$ cat src/rtl/pmat_pkg.sv
// Shared types and constants of the power monitor averaging and trip unit.
`default_nettype none

package pmat_pkg;

    // Samples averaged per result word
    localparam int SAMPLES_PER_AVERAGE = 5;

    // Field widths
    localparam int SAMPLE_W   = 8;
    localparam int CUR_W      = 14;
    localparam int VOL_W      = 15;
    localparam int PWR_W      = 18;
    localparam int CFG_IDX_W  = 2;
    localparam int CFG_DATA_W = 18;

    localparam int SAMPLE_MAX = 255;

    // Scale factors in lowest terms
    // current: 13905/255 mA per count = 927/17
    // voltage: 33063/510 dV per count = 11021/170
    localparam int CUR_NUM = 927;
    localparam int CUR_DEN = 17;
    localparam int VOL_NUM = 11021;
    localparam int VOL_DEN = 170;
    localparam int PWR_DEN = 1000;

    // Register reset values
    localparam logic [CUR_W-1:0] CUR_FLOOR_RST = CUR_W'(80);
    localparam logic [VOL_W-1:0] VOL_FLOOR_RST = VOL_W'(150);
    localparam logic [PWR_W-1:0] PWR_LIMIT_RST = PWR_W'(6000);

    typedef enum logic [CFG_IDX_W-1:0] {
        CFG_CUR_FLOOR = 2'd0,
        CFG_VOL_FLOOR = 2'd1,
        CFG_PWR_LIMIT = 2'd2
    } t_cfg_idx;

    typedef struct packed {
        logic [SAMPLE_W-1:0] current_sample;
        logic [SAMPLE_W-1:0] voltage_sample;
    } t_in_word;

    typedef struct packed {
        logic [VOL_W-1:0] voltage_dv;
        logic [CUR_W-1:0] current_ma;
        logic [PWR_W-1:0] power_dw;
        logic             tripped;
    } t_out_word;

    typedef struct packed {
        logic [CUR_W-1:0] current_ma;
        logic [VOL_W-1:0] voltage_dv;
    } t_avg_word;

endpackage

`default_nettype wire

$ cat src/rtl/pmat_div_const.sv
// Two-stage divide of an unsigned word by a constant: reciprocal multiply, then one correction.
`default_nettype none

module pmat_div_const #(
    parameter int NUM_W = 27,
    parameter int DEN   = 340,
    parameter int Q_W   = 15
) (
    input  wire logic             i_clk,
    input  wire logic             i_en,
    input  wire logic [NUM_W-1:0] i_num,
    output logic      [Q_W-1:0]   o_q
);

    // floor(2^NUM_W / DEN): estimate is never high and at most one low
    localparam longint unsigned RECIP   = (longint'(1) << NUM_W) / DEN;
    localparam int              RECIP_W = $clog2(RECIP + 1);
    localparam int              PROD_W  = NUM_W + RECIP_W;
    localparam logic [RECIP_W-1:0] RECIP_V = RECIP_W'(RECIP);
    localparam logic [NUM_W-1:0]   DEN_V   = NUM_W'(DEN);

    logic [PROD_W-1:0] prod;
    logic [Q_W-1:0]    n_q0;
    logic [NUM_W-1:0]  r_num;
    logic [Q_W-1:0]    r_q0;
    logic [NUM_W-1:0]  back;
    logic [NUM_W-1:0]  rem;
    logic [Q_W-1:0]    n_q;
    logic [Q_W-1:0]    r_q;

    assign prod = PROD_W'(i_num) * PROD_W'(RECIP_V);
    assign n_q0 = Q_W'(prod >> NUM_W);

    always_ff @(posedge i_clk) begin
        if (i_en) begin
            r_num <= i_num;
            r_q0  <= n_q0;
        end
    end

    // bump the estimate when the remainder still holds one divisor
    assign back = NUM_W'(r_q0) * DEN_V;
    assign rem  = r_num - back;
    assign n_q  = r_q0 + Q_W'(rem >= DEN_V);

    always_ff @(posedge i_clk) begin
        if (i_en) begin
            r_q <= n_q;
        end
    end

    assign o_q = r_q;

endmodule

`default_nettype wire

$ cat src/rtl/pmat_accum.sv
// Per-sample current floor test and running sums of raw counts over one averaging window.
`default_nettype none

module pmat_accum #(
    parameter  int N     = pmat_pkg::SAMPLES_PER_AVERAGE,
    localparam int SUM_W = $clog2(pmat_pkg::SAMPLE_MAX * N + 1)
) (
    input  wire logic                         i_clk,
    input  wire logic                         i_rst_n,
    input  wire logic                         i_en,
    input  wire logic                         i_valid,
    input  wire pmat_pkg::t_in_word           i_word,
    input  wire logic [pmat_pkg::CUR_W-1:0]   i_cur_floor,
    output logic                              o_valid,
    output logic      [SUM_W-1:0]             o_csum,
    output logic      [SUM_W-1:0]             o_vsum
);

    localparam int CNT_W = (N > 1) ? $clog2(N) : 1;
    localparam int FT_W  = pmat_pkg::CUR_W + $clog2(pmat_pkg::CUR_DEN + 1);

    logic [CNT_W-1:0] r_cnt;
    logic [SUM_W-1:0] r_csum;
    logic [SUM_W-1:0] r_vsum;
    logic             r_valid;
    logic [SUM_W-1:0] r_out_csum;
    logic [SUM_W-1:0] r_out_vsum;

    logic [FT_W-1:0]                    smp_lhs;
    logic [FT_W-1:0]                    smp_rhs;
    logic [pmat_pkg::SAMPLE_W-1:0]      cur_smp;
    logic [SUM_W-1:0]                   add_c;
    logic [SUM_W-1:0]                   add_v;
    logic                               last;

    // count * 927 < floor * 17 is the exact test count * 13905/255 < floor
    assign smp_lhs = FT_W'(i_word.current_sample) * FT_W'(pmat_pkg::CUR_NUM);
    assign smp_rhs = FT_W'(i_cur_floor) * FT_W'(pmat_pkg::CUR_DEN);
    assign cur_smp = (smp_lhs < smp_rhs) ? '0 : i_word.current_sample;

    assign add_c = r_csum + SUM_W'(cur_smp);
    assign add_v = r_vsum + SUM_W'(i_word.voltage_sample);
    assign last  = (r_cnt == CNT_W'(N - 1));

    always_ff @(posedge i_clk) begin
        if (!i_rst_n) begin
            r_cnt   <= '0;
            r_csum  <= '0;
            r_vsum  <= '0;
            r_valid <= 1'b0;
        end else if (i_en) begin
            r_valid <= i_valid && last;
            if (i_valid) begin
                if (last) begin
                    r_cnt  <= '0;
                    r_csum <= '0;
                    r_vsum <= '0;
                end else begin
                    r_cnt  <= r_cnt + CNT_W'(1);
                    r_csum <= add_c;
                    r_vsum <= add_v;
                end
            end
        end
    end

    always_ff @(posedge i_clk) begin
        if (i_en && i_valid && last) begin
            r_out_csum <= add_c;
            r_out_vsum <= add_v;
        end
    end

    assign o_valid = r_valid;
    assign o_csum  = r_out_csum;
    assign o_vsum  = r_out_vsum;

endmodule

`default_nettype wire

$ cat src/rtl/pmat_average.sv
// Scaled, rounded averages of current and voltage with the floor tests on the exact values.
`default_nettype none

module pmat_average #(
    parameter  int N     = pmat_pkg::SAMPLES_PER_AVERAGE,
    localparam int SUM_W = $clog2(pmat_pkg::SAMPLE_MAX * N + 1)
) (
    input  wire logic                         i_clk,
    input  wire logic                         i_rst_n,
    input  wire logic                         i_en,
    input  wire logic                         i_valid,
    input  wire logic [SUM_W-1:0]             i_csum,
    input  wire logic [SUM_W-1:0]             i_vsum,
    input  wire logic [pmat_pkg::CUR_W-1:0]   i_cur_floor,
    input  wire logic [pmat_pkg::VOL_W-1:0]   i_vol_floor,
    output logic                              o_valid,
    output pmat_pkg::t_avg_word               o_avg
);

    // round half up: (2*sum*NUM + DEN*N) / (2*DEN*N)
    localparam int DC   = 2 * pmat_pkg::CUR_DEN * N;
    localparam int DV   = 2 * pmat_pkg::VOL_DEN * N;
    localparam int NC_W = $clog2(2 * pmat_pkg::SAMPLE_MAX * N * pmat_pkg::CUR_NUM
                                 + pmat_pkg::CUR_DEN * N + 1);
    localparam int NV_W = $clog2(2 * pmat_pkg::SAMPLE_MAX * N * pmat_pkg::VOL_NUM
                                 + pmat_pkg::VOL_DEN * N + 1);
    localparam int FC_W = $clog2((2 ** pmat_pkg::CUR_W) * pmat_pkg::CUR_DEN * N);
    localparam int FV_W = $clog2((2 ** pmat_pkg::VOL_W) * pmat_pkg::VOL_DEN * N);

    logic [NC_W-1:0] n_numc;
    logic [NV_W-1:0] n_numv;
    logic [FC_W-1:0] fc_lhs;
    logic [FC_W-1:0] fc_rhs;
    logic [FV_W-1:0] fv_lhs;
    logic [FV_W-1:0] fv_rhs;

    logic [NC_W-1:0] r_numc;
    logic [NV_W-1:0] r_numv;
    logic [2:0]      r_zc;
    logic [2:0]      r_zv;
    logic [2:0]      r_v;

    logic [pmat_pkg::CUR_W-1:0] qc;
    logic [pmat_pkg::VOL_W-1:0] qv;

    assign n_numc = NC_W'(i_csum) * NC_W'(2 * pmat_pkg::CUR_NUM)
                  + NC_W'(pmat_pkg::CUR_DEN * N);
    assign n_numv = NV_W'(i_vsum) * NV_W'(2 * pmat_pkg::VOL_NUM)
                  + NV_W'(pmat_pkg::VOL_DEN * N);

    // exact floor tests with the common factors taken out
    assign fc_lhs = FC_W'(i_csum) * FC_W'(pmat_pkg::CUR_NUM);
    assign fc_rhs = FC_W'(i_cur_floor) * FC_W'(pmat_pkg::CUR_DEN * N);
    assign fv_lhs = FV_W'(i_vsum) * FV_W'(pmat_pkg::VOL_NUM);
    assign fv_rhs = FV_W'(i_vol_floor) * FV_W'(pmat_pkg::VOL_DEN * N);

    always_ff @(posedge i_clk) begin
        if (i_en) begin
            r_numc <= n_numc;
            r_numv <= n_numv;
            r_zc   <= {r_zc[1:0], (fc_lhs < fc_rhs)};
            r_zv   <= {r_zv[1:0], (fv_lhs < fv_rhs)};
        end
    end

    always_ff @(posedge i_clk) begin
        if (!i_rst_n) begin
            r_v <= '0;
        end else if (i_en) begin
            r_v <= {r_v[1:0], i_valid};
        end
    end

    pmat_div_const #(
        .NUM_W (NC_W),
        .DEN   (DC),
        .Q_W   (pmat_pkg::CUR_W)
    ) u_div_cur (
        .i_clk (i_clk),
        .i_en  (i_en),
        .i_num (r_numc),
        .o_q   (qc)
    );

    pmat_div_const #(
        .NUM_W (NV_W),
        .DEN   (DV),
        .Q_W   (pmat_pkg::VOL_W)
    ) u_div_vol (
        .i_clk (i_clk),
        .i_en  (i_en),
        .i_num (r_numv),
        .o_q   (qv)
    );

    assign o_valid          = r_v[2];
    assign o_avg.current_ma = r_zc[2] ? '0 : qc;
    assign o_avg.voltage_dv = r_zv[2] ? '0 : qv;

endmodule

`default_nettype wire

$ cat src/rtl/pmat_power.sv
// Power from the averaged current and voltage, rounded to tenths of a watt.
`default_nettype none

module pmat_power (
    input  wire logic                         i_clk,
    input  wire logic                         i_rst_n,
    input  wire logic                         i_en,
    input  wire logic                         i_valid,
    input  wire pmat_pkg::t_avg_word          i_avg,
    output logic                              o_valid,
    output pmat_pkg::t_avg_word               o_avg,
    output logic      [pmat_pkg::PWR_W-1:0]   o_pwr
);

    localparam int PROD_W = pmat_pkg::CUR_W + pmat_pkg::VOL_W;
    localparam int NUM_W  = PROD_W + 1;

    logic [PROD_W-1:0]        r_prod;
    logic [NUM_W-1:0]         num;
    pmat_pkg::t_avg_word      r_avg [3];
    logic [2:0]               r_v;

    always_ff @(posedge i_clk) begin
        if (i_en) begin
            r_prod   <= PROD_W'(i_avg.current_ma) * PROD_W'(i_avg.voltage_dv);
            r_avg[0] <= i_avg;
            r_avg[1] <= r_avg[0];
            r_avg[2] <= r_avg[1];
        end
    end

    always_ff @(posedge i_clk) begin
        if (!i_rst_n) begin
            r_v <= '0;
        end else if (i_en) begin
            r_v <= {r_v[1:0], i_valid};
        end
    end

    // round half up: (2*p + 1000) / 2000
    assign num = {r_prod, 1'b0} + NUM_W'(pmat_pkg::PWR_DEN);

    pmat_div_const #(
        .NUM_W (NUM_W),
        .DEN   (2 * pmat_pkg::PWR_DEN),
        .Q_W   (pmat_pkg::PWR_W)
    ) u_div_pwr (
        .i_clk (i_clk),
        .i_en  (i_en),
        .i_num (num),
        .o_q   (o_pwr)
    );

    assign o_valid = r_v[2];
    assign o_avg   = r_avg[2];

endmodule

`default_nettype wire

$ cat src/rtl/power_monitor_average_trip_unit.sv
// Top level of the averaging power monitor with over-power trip latch.
//
//  channel | direction | handshake                    | word
//  --------+-----------+------------------------------+------------------------------
//  in      | to block  | i_in_valid / o_in_stall      | i_in_word  (current, voltage)
//  out     | from block| o_out_valid / i_out_stall    | o_out_word (dV, mA, dW, trip)
//  cfg     | to block  | i_cfg_we, i_cfg_idx          | i_cfg_data
//
// One sample word is taken every cycle unless o_in_stall is high; a result word
// follows each word that closes a window of SAMPLES_PER_AVERAGE samples. It passes
// the input register, accumulate, scale, reciprocal divide (estimate and correction),
// product, reciprocal divide (estimate and correction) and output register.
// Synchronous active-low reset clears the sums, the window count, the trip
// latch and the registers to their defaults; the relay is closed after reset.
// The whole pipeline holds only when a finished word waits behind a stalled
// output register; otherwise input words keep flowing while a result waits.
`default_nettype none

module power_monitor_average_trip_unit #(
    parameter int SAMPLES_PER_AVERAGE = pmat_pkg::SAMPLES_PER_AVERAGE
) (
    input  wire logic                              i_clk,
    input  wire logic                              i_rst_n,
    // sample input
    input  wire logic                              i_in_valid,
    output logic                                   o_in_stall,
    input  wire pmat_pkg::t_in_word                i_in_word,
    // result output
    output logic                                   o_out_valid,
    input  wire logic                              i_out_stall,
    output pmat_pkg::t_out_word                    o_out_word,
    // register writes
    input  wire logic                              i_cfg_we,
    input  wire logic [pmat_pkg::CFG_IDX_W-1:0]    i_cfg_idx,
    input  wire logic [pmat_pkg::CFG_DATA_W-1:0]   i_cfg_data
);

    localparam int SUM_W = $clog2(pmat_pkg::SAMPLE_MAX * SAMPLES_PER_AVERAGE + 1);

    // configuration registers
    logic [pmat_pkg::CUR_W-1:0] r_cur_floor;
    logic [pmat_pkg::VOL_W-1:0] r_vol_floor;
    logic [pmat_pkg::PWR_W-1:0] r_pwr_limit;

    // input register
    logic                 r_in_valid;
    pmat_pkg::t_in_word   r_in_word;

    // pipeline hand-offs
    logic                 adv;
    logic                 acc_valid;
    logic [SUM_W-1:0]     acc_csum;
    logic [SUM_W-1:0]     acc_vsum;
    logic                 avg_valid;
    pmat_pkg::t_avg_word  avg_word;
    logic                 pwr_valid;
    pmat_pkg::t_avg_word  pwr_avg;
    logic [pmat_pkg::PWR_W-1:0] pwr_dw;

    // output register and trip latch
    logic                 r_out_valid;
    pmat_pkg::t_out_word  r_out_word;
    logic                 r_trip;
    logic                 trip_now;
    logic                 load;

    // ---- register writes; unlisted indexes are dropped ----
    always_ff @(posedge i_clk) begin
        if (!i_rst_n) begin
            r_cur_floor <= pmat_pkg::CUR_FLOOR_RST;
            r_vol_floor <= pmat_pkg::VOL_FLOOR_RST;
            r_pwr_limit <= pmat_pkg::PWR_LIMIT_RST;
        end else if (i_cfg_we) begin
            unique case (pmat_pkg::t_cfg_idx'(i_cfg_idx))
                pmat_pkg::CFG_CUR_FLOOR: r_cur_floor <= pmat_pkg::CUR_W'(i_cfg_data);
                pmat_pkg::CFG_VOL_FLOOR: r_vol_floor <= pmat_pkg::VOL_W'(i_cfg_data);
                pmat_pkg::CFG_PWR_LIMIT: r_pwr_limit <= pmat_pkg::PWR_W'(i_cfg_data);
                default: ;
            endcase
        end
    end

    // ---- pipeline advance ----
    // Hold everything only if a finished word would land on a stalled full output.
    assign adv        = !(r_out_valid && i_out_stall && pwr_valid);
    assign o_in_stall = !adv;

    always_ff @(posedge i_clk) begin
        if (!i_rst_n) begin
            r_in_valid <= 1'b0;
        end else if (adv) begin
            r_in_valid <= i_in_valid;
        end
    end

    always_ff @(posedge i_clk) begin
        if (adv) begin
            r_in_word <= i_in_word;
        end
    end

    // ---- accumulate raw counts over the window ----
    pmat_accum #(
        .N (SAMPLES_PER_AVERAGE)
    ) u_accum (
        .i_clk       (i_clk),
        .i_rst_n     (i_rst_n),
        .i_en        (adv),
        .i_valid     (r_in_valid),
        .i_word      (r_in_word),
        .i_cur_floor (r_cur_floor),
        .o_valid     (acc_valid),
        .o_csum      (acc_csum),
        .o_vsum      (acc_vsum)
    );

    // ---- scale and round the averages, apply floors ----
    pmat_average #(
        .N (SAMPLES_PER_AVERAGE)
    ) u_average (
        .i_clk       (i_clk),
        .i_rst_n     (i_rst_n),
        .i_en        (adv),
        .i_valid     (acc_valid),
        .i_csum      (acc_csum),
        .i_vsum      (acc_vsum),
        .i_cur_floor (r_cur_floor),
        .i_vol_floor (r_vol_floor),
        .o_valid     (avg_valid),
        .o_avg       (avg_word)
    );

    // ---- power in tenths of a watt ----
    pmat_power u_power (
        .i_clk   (i_clk),
        .i_rst_n (i_rst_n),
        .i_en    (adv),
        .i_valid (avg_valid),
        .i_avg   (avg_word),
        .o_valid (pwr_valid),
        .o_avg   (pwr_avg),
        .o_pwr   (pwr_dw)
    );

    // ---- trip latch and output register ----
    // The latch only sets; the relay stays open until reset.
    assign load     = pwr_valid && adv;
    assign trip_now = r_trip || (pwr_dw >= r_pwr_limit);

    always_ff @(posedge i_clk) begin
        if (!i_rst_n) begin
            r_out_valid <= 1'b0;
            r_trip      <= 1'b0;
        end else begin
            if (load) begin
                r_out_valid <= 1'b1;
                r_trip      <= trip_now;
            end else if (!i_out_stall) begin
                r_out_valid <= 1'b0;
            end
        end
    end

    always_ff @(posedge i_clk) begin
        if (load) begin
            r_out_word.voltage_dv <= pwr_avg.voltage_dv;
            r_out_word.current_ma <= pwr_avg.current_ma;
            r_out_word.power_dw   <= pwr_dw;
            r_out_word.tripped    <= trip_now;
        end
    end

    assign o_out_valid = r_out_valid;
    assign o_out_word  = r_out_word;

endmodule

`default_nettype wire

$ cat config.mk
export PLATFORM = sky130hd
export DESIGN_NAME = power_monitor_average_trip_unit
export DESIGN_NICKNAME = d
export VERILOG_FILES = /design/src/rtl/pmat_pkg.sv /design/src/rtl/pmat_div_const.sv /design/src/rtl/pmat_accum.sv /design/src/rtl/pmat_average.sv /design/src/rtl/pmat_power.sv /design/src/rtl/power_monitor_average_trip_unit.sv
export SDC_FILE = /design/constraint.sdc
export NUM_CORES = 2
export LEC_CHECK = 0
export BUFFER_PORTS_ARGS = -buffer_cell sky130_fd_sc_hd__buf_2
export CAP_MARGIN = 20
export CORE_ASPECT_RATIO = 2
export CORE_UTILIZATION = 34
export DETAILED_ROUTE_END_ITERATION = 16
export HOLD_SLACK_MARGIN = 0.02
export PLACE_DENSITY = 0.46
export SLEW_MARGIN = 20
export SYNTH_ARGS = -nofsm -noshare
export SYNTH_HDL_FRONTEND = slang
export SYNTH_SLANG_ARGS = --single-unit
$ cat constraint.sdc
create_clock -name i_clk -period 15.9 [get_ports i_clk]
set_clock_uncertainty 0.15 [all_clocks]
set_input_delay 0.795 -clock i_clk [delete_from_list [all_inputs] [get_ports i_clk]]
set_output_delay 0.795 -clock i_clk [all_outputs]
set_load 0.005 [all_outputs]
* Word level (Yosys, flattened, before mapping)
Memory sizes are Yosys's and may differ from the RTL's. A register that Yosys moved wholly into a read port is not among the register bits.
Index checks and enable logic that the tools add are counted.
** Cells by class
- $add $sub $neg :: 12
- $mul :: 15
- Order comparisons :: 7
- Eq/ne operators :: 4
- Multiplexer cells :: 9
- Bitwise operators :: 1
- Reduce and logical (&&, ||, !) cells :: 13
** Operators by type and width (count)
- $mul A30 B19 Y47 const B :: 1
- $mul A11 B10 Y21 const B :: 2
- $mul A14 B7 Y21 const B :: 2
- $mul A25 B15 Y40 const B :: 1
- $mul A22 B10 Y31 const B :: 1
- $add A30 B10 Y30 const B :: 1
- $ge A30 B11 Y1 const B :: 1
- $sub A30 B29 Y30 :: 1
- $mul A14 B15 Y29 :: 1
- $add A25 B10 Y25 const B :: 1
- $ge A25 B11 Y1 const B :: 1
- $lt A25 B25 Y1 :: 1
- $mul A11 B14 Y25 const B :: 1
- $mul A18 B7 Y25 const B :: 1
- $sub A25 B25 Y25 :: 1
- $mul A11 B14 Y24 const B :: 1
- $mul A15 B9 Y24 const B :: 1
- $mul A15 B9 Y23 const B :: 1
- $add A11 B8 Y11 :: 2
- $add A22 B7 Y22 const B :: 1
- $ge A22 B8 Y1 const B :: 1
- $mux W11 :: 2
- $sub A22 B22 Y22 :: 1
- $lt A21 B21 Y1 :: 1
- other kinds (23) :: 33
** Word-level totals
- Flip-flop bits (word level) :: 392
- Bits in writable memories :: 87
- Output and inout port bits :: 50
- Logic and storage cells :: 94
- Memories kept :: 1
** Memory list
- u_power.r_avg :: depth 3, bits a word 29, read ports 3, clocked after memory_dff 1, write ports 3, RTL line pmat_power.sv:20 : pmat_pkg::t_avg_word r_avg [3];

* Depth between registers and ports, before layout
- Word-level depth :: 5
- Depth in mapped cells :: 36

* Modules after synthesis
From an unflattened synthesis, not the netlist that was laid out.
** Unflattened totals
- Cells, all modules :: 6566
- Area, all modules :: 65404.0 sq um
** By module, submodules not included
- pmat_div_const at u_power.u_div_pwr :: instances 1, cells an instance 1324, area each 13223.9 sq um
- pmat_average :: instances 1, cells an instance 1338, area each 12680.9 sq um
- pmat_power :: instances 1, cells an instance 1060, area each 11369.7 sq um
- pmat_div_const at u_average.u_div_vol :: instances 1, cells an instance 1125, area each 11104.4 sq um
- pmat_div_const at u_average.u_div_cur :: instances 1, cells an instance 824, area each 7651.1 sq um
- pmat_accum :: instances 1, cells an instance 554, area each 5158.7 sq um
- power_monitor_average_trip_unit :: instances 1, cells an instance 341, area each 4215.3 sq um

* Least setup slack after synthesis
OpenSTA, ideal clock, no wires.
- Path kind :: in2reg
- From :: in i_out_stall
- To :: reg u_power.r_v[2]
- Library setup time :: 0.133 ns
- Arrival time :: 12.728 ns
- Required time :: 15.617 ns
- Slack :: 2.889 ns
- Cell stages on the path :: 3
- Cell sequence :: nand3_1 -> clkinv_1 -> o21a_1
** On the way
- Cells in the longest elaborated chain, start to end :: 2
** RTL lines
- start, declared :: RTL line power_monitor_average_trip_unit.sv:30 : input wire logic i_out_stall,
- $logic_and A1 B1 Y1 (2 in series) :: RTL line power_monitor_average_trip_unit.sv:85 : assign adv = !(r_out_valid && i_out_stall && pwr_valid);
- named net o_in_stall :: RTL line power_monitor_average_trip_unit.sv:26 : output logic o_in_stall,
- end signal, assigned :: RTL line pmat_power.sv:36 : r_v <= {r_v[1:0], i_valid};
- end, declared :: RTL line pmat_power.sv:21 : logic [2:0] r_v;
The timed path passes the listed nets, and every way through them passes these cells.
A chain may end at the register's enable or synchronous reset.

* Worst setup path after layout
- From :: reg u_power.u_div_pwr.r_q0[2]
- To :: reg u_power.u_div_pwr.r_q[17] (netlist: u_power.u_div_pwr.o_q[17]) (data pin)
** On the way
- Cells in the longest elaborated chain, start to end :: 4
** RTL lines
- start, declared :: RTL line pmat_div_const.sv:25 : logic [Q_W-1:0] r_q0;
- start signal, assigned :: RTL line pmat_div_const.sv:37 : r_q0 <= n_q0;
- $mul A18 B7 Y25 :: RTL line pmat_div_const.sv:42 : assign back = NUM_W'(r_q0) * DEN_V;
- $sub A30 B29 Y30 :: RTL line pmat_div_const.sv:43 : assign rem = r_num - back;
- $ge A30 B11 Y1 :: RTL line pmat_div_const.sv:44 : assign n_q = r_q0 + Q_W'(rem >= DEN_V);
- $add A18 B1 Y18 * :: RTL line pmat_div_const.sv:44
- named net u_power.u_div_pwr.n_q[17] :: RTL line pmat_div_const.sv:28 : logic [Q_W-1:0] n_q;
- end signal, assigned :: RTL line pmat_div_const.sv:48 : r_q <= n_q;
- end, declared :: RTL line pmat_div_const.sv:29 : logic [Q_W-1:0] r_q;
Mark *: on every way through the listed nets, which the timed path passes. The rest lies on a longest branch.

==> flow_metrics.tcl <==
set metrics [dict create \
    status "finished clean" \
    start_kind "register" \
    rr_startpoint "u_power.u_div_pwr.r_q0[2]$_DFFE_PN_" \
    layout_commonest_cell "inv_1" \
    postRouteAntennaNets 0 \
    synth.net_count 8211 \
    drive_above_1_share_pct 3.932 \
    fin_crit_sh_pct 59.01 \
    slew_headroom_pct 22.75 \
    grt_pass1_wl_um 268400 \
    start_util_pct 34.28 \
    first_pass_iters 7 \
    cts_buffer_depth 3 \
    cts_tree "done" \
    fin_nets 8343 \
    layout_common_cells "1450 x inv_1, 1225 x ha_1, 664 x fa_1" \
    rsz0062_at_grt "false" \
    hpwlAfterDp_um 147500 \
    grtUsageTotal_pct 19.04 \
    grt_pass1_vias 47580 \
    maxCapViolations 0 \
    numCtsBuffers 56 \
    via_per_inst 4.879 \
    syn_inst 6281 \
    crit_buf_inv 2 \
    met2RoutedLength_um 104300 \
    ys_warn_count 0 \
    n_fill_cell 18300 \
    synth_area_per_cell_um2 9.991 \
    slew_violations 0 \
    critPathMaxFanout 6 \
    ioPinCount 91 \
    cts_setup_buffers 0 \
    core_um2 183000 \
    multiInputGateArea_um2 42950 \
    fin_setup_tns_ps 0 \
    crit_type "reg2reg" \
    wl_per_cell_um 19.58 \
    slowest_stage "fa_1" \
    synth_area_um2 62750 \
    crit_family "adder cells" \
    htreeDepth 2 \
    cp-end-kind "register" \
    hold_path.class "in2reg" \
    wl_met1_um 55620 \
    synth.distinct_cells 75 \
    cpPeakStageDelay_ps 580 \
    worst_slack_ps 6518 \
    die_y_um 609.6 \
    worstMarginPinSlew_ps 1155 \
    max_freq_ghz 0.1066 \
    hold_end "r_in_word[7]$_DFFE_PN_" \
    clock_latency_ps 720 \
    fin_crit_ps 9382 \
    min_from "i_in_word[7]" \
    synth_edf_count 417 \
    arrival_ps 9690 \
    synth-seq-cells 499 \
    ctsHoldBuffers 0 \
    seqCellArea_um2 14160 \
    ys_seq_area_share_pct 22.57 \
    highest_layer "met4" \
    area_growth_pct 8.745 \
    cts-resized-gates 0 \
    drc_errors 0 \
    fp.dieArea_um2 186400 \
    gp_congestion 0.9344 \
    vias 43000 \
    hold_depth 1 \
    antenna_found_initial 6 \
    synthFlopType "edfxtp_1" \
    overflow 0 \
    numClockSinks 499 \
    clk_pin_slew_ps 70 \
    wl_met3_um 3578 \
    rows 222 \
    async_flop_share_pct 0 \
    drt-total-wl_um 172600 \
    die_w_um 305.8 \
    worstPathRequired_ps 16210 \
    grt_max_degree 134 \
    initialDrtViolationCount 1569 \
    place_ws_ps 6559 \
    root_buffer "clkbuf_16" \
    worstReg2RegEnd "u_power.u_div_pwr.o_q[17]$_DFFE_PN_" \
    io_buffers 90 \
    final-setup-viol-count 0 \
    hold_violations 0 \
    fin_hold_ws_ps 119.5 \
    r2r_slack_ps 6520 \
    ff2ff_path_depth 33 \
    critPathMostFrequentCell "fa_1" \
]
==> cells in the mapped netlist, types with 10 or more instances <==
master	instances	area share [%]
nor4_1	11	0.11
or2_2	10	0.10
xnor2_1	239	3.3
nand2_1	400	2.4
a211oi_1	29	0.35
edfxtp_1	417	20
nor3_1	70	0.56
or3_1	22	0.22
o31ai_1	16	0.19
inv_1	1450	8.7
nor2_1	262	1.6
fa_1	664	21
a22oi_1	18	0.22
dfxtp_1	82	2.6
a21o_1	92	1.1
a211o_1	15	0.21
nand2b_1	77	0.77
o2111ai_1	16	0.22
clkbuf_1	53	0.32
nand4_1	30	0.30
and2_1	17	0.17
a21boi_0	56	0.67
ha_1	1225	24
nor2b_1	62	0.62
o211ai_1	30	0.36
o21a_1	32	0.38
a31oi_1	25	0.25
a21oi_1	248	2.0
and3_1	46	0.46
o21bai_1	31	0.37
o21ai_0	159	1.3
nand3_1	94	0.75
xor2_1	132	1.8
a2111oi_0	11	0.15
nand3b_1	10	0.12
==> sequential cells by signal (all words and copies together) (netlist names), 16 cells and up <==
register	count
u_power.u_div_pwr.r_num	26
u_power.r_prod	29
r_in_word	16
u_power.u_div_pwr.r_q0	18
u_average.r_numc	21
o_out_word	48
u_power.u_div_pwr.o_q	18
u_average.u_div_vol.r_num	23
u_average.r_numv	24
u_power.r_avg	87
r_pwr_limit	18
u_average.u_div_cur.r_num	21
==> final cells by class <==
cell class | count | area share (%)
antenna | 3 | 0.01100
sequential | 499 | 20.76
clock inverter | 37 | 0.6344
clock buffer | 67 | 2.204
inverter | 1457 | 8.014
tap | 2352 | 4.313
multi-input combinational | 4271 | 62.94
timing repair buffer | 128 | 1.126
==> how the worst max path moves through the flow <==
stage	to	start	cells after the start
6_report	u_power.u_div_pwr.o_q[17]$_DFFE_PN_	u_power.u_div_pwr.r_q0[2]$_DFFE_PN_	33
5_1_grt	u_power.u_div_pwr.o_q[17]$_DFFE_PN_	u_power.u_div_pwr.r_q0[2]$_DFFE_PN_	33
4_1_cts	u_power.u_div_pwr.o_q[17]$_DFFE_PN_	u_power.u_div_pwr.r_q0[2]$_DFFE_PN_	33
3_5_place_dp	u_power.u_div_pwr.o_q[17]$_DFFE_PN_	u_power.u_div_pwr.r_q0[2]$_DFFE_PN_	33
3_3_place_gp	u_power.u_div_pwr.o_q[17]$_DFFE_PN_	u_power.u_div_pwr.r_q0[2]$_DFFE_PN_	33
2_1_floorplan	u_power.r_v[2]$_SDFFE_PN0N_	i_out_stall	3
==> kinds of logic after synthesis <==
family          Yosys count  share of synthesized area (%)
simple gates           1146                          8.606
fa+ha+maj              1889                          45.61
mux                       9                         0.1456
xor+xnor                371                          5.178
flops                   499                          22.57
compound gates          856                          8.853
buf+inv                1511                          9.038
==> routing by layer <==
| layer | up-vias | track usage [%] |
|---|---|---|
| met5 | - | 0 |
| met4 | 0 | 8.930 |
| met3 | 258 | 1.365 |
| met2 | 566 | 41.07 |
| met1 | 21220 | 17.13 |
| li1 | 20960 | - |
==> through the flow <==
stage	utilization, %	cells	area [µm²]
2_1_floorplan	-	6281	62750
3_3_place_gp	36.20	8706	66260
3_5_place_dp	36.20	8706	66270
4_1_cts	37.26	8810	68200
5_1_grt	37.28	8812	68230
6_report	37.28	8814	68240
Power is not shown: default switching activity piles up to over one toggle a cycle in this logic, so the estimate is an artifact.
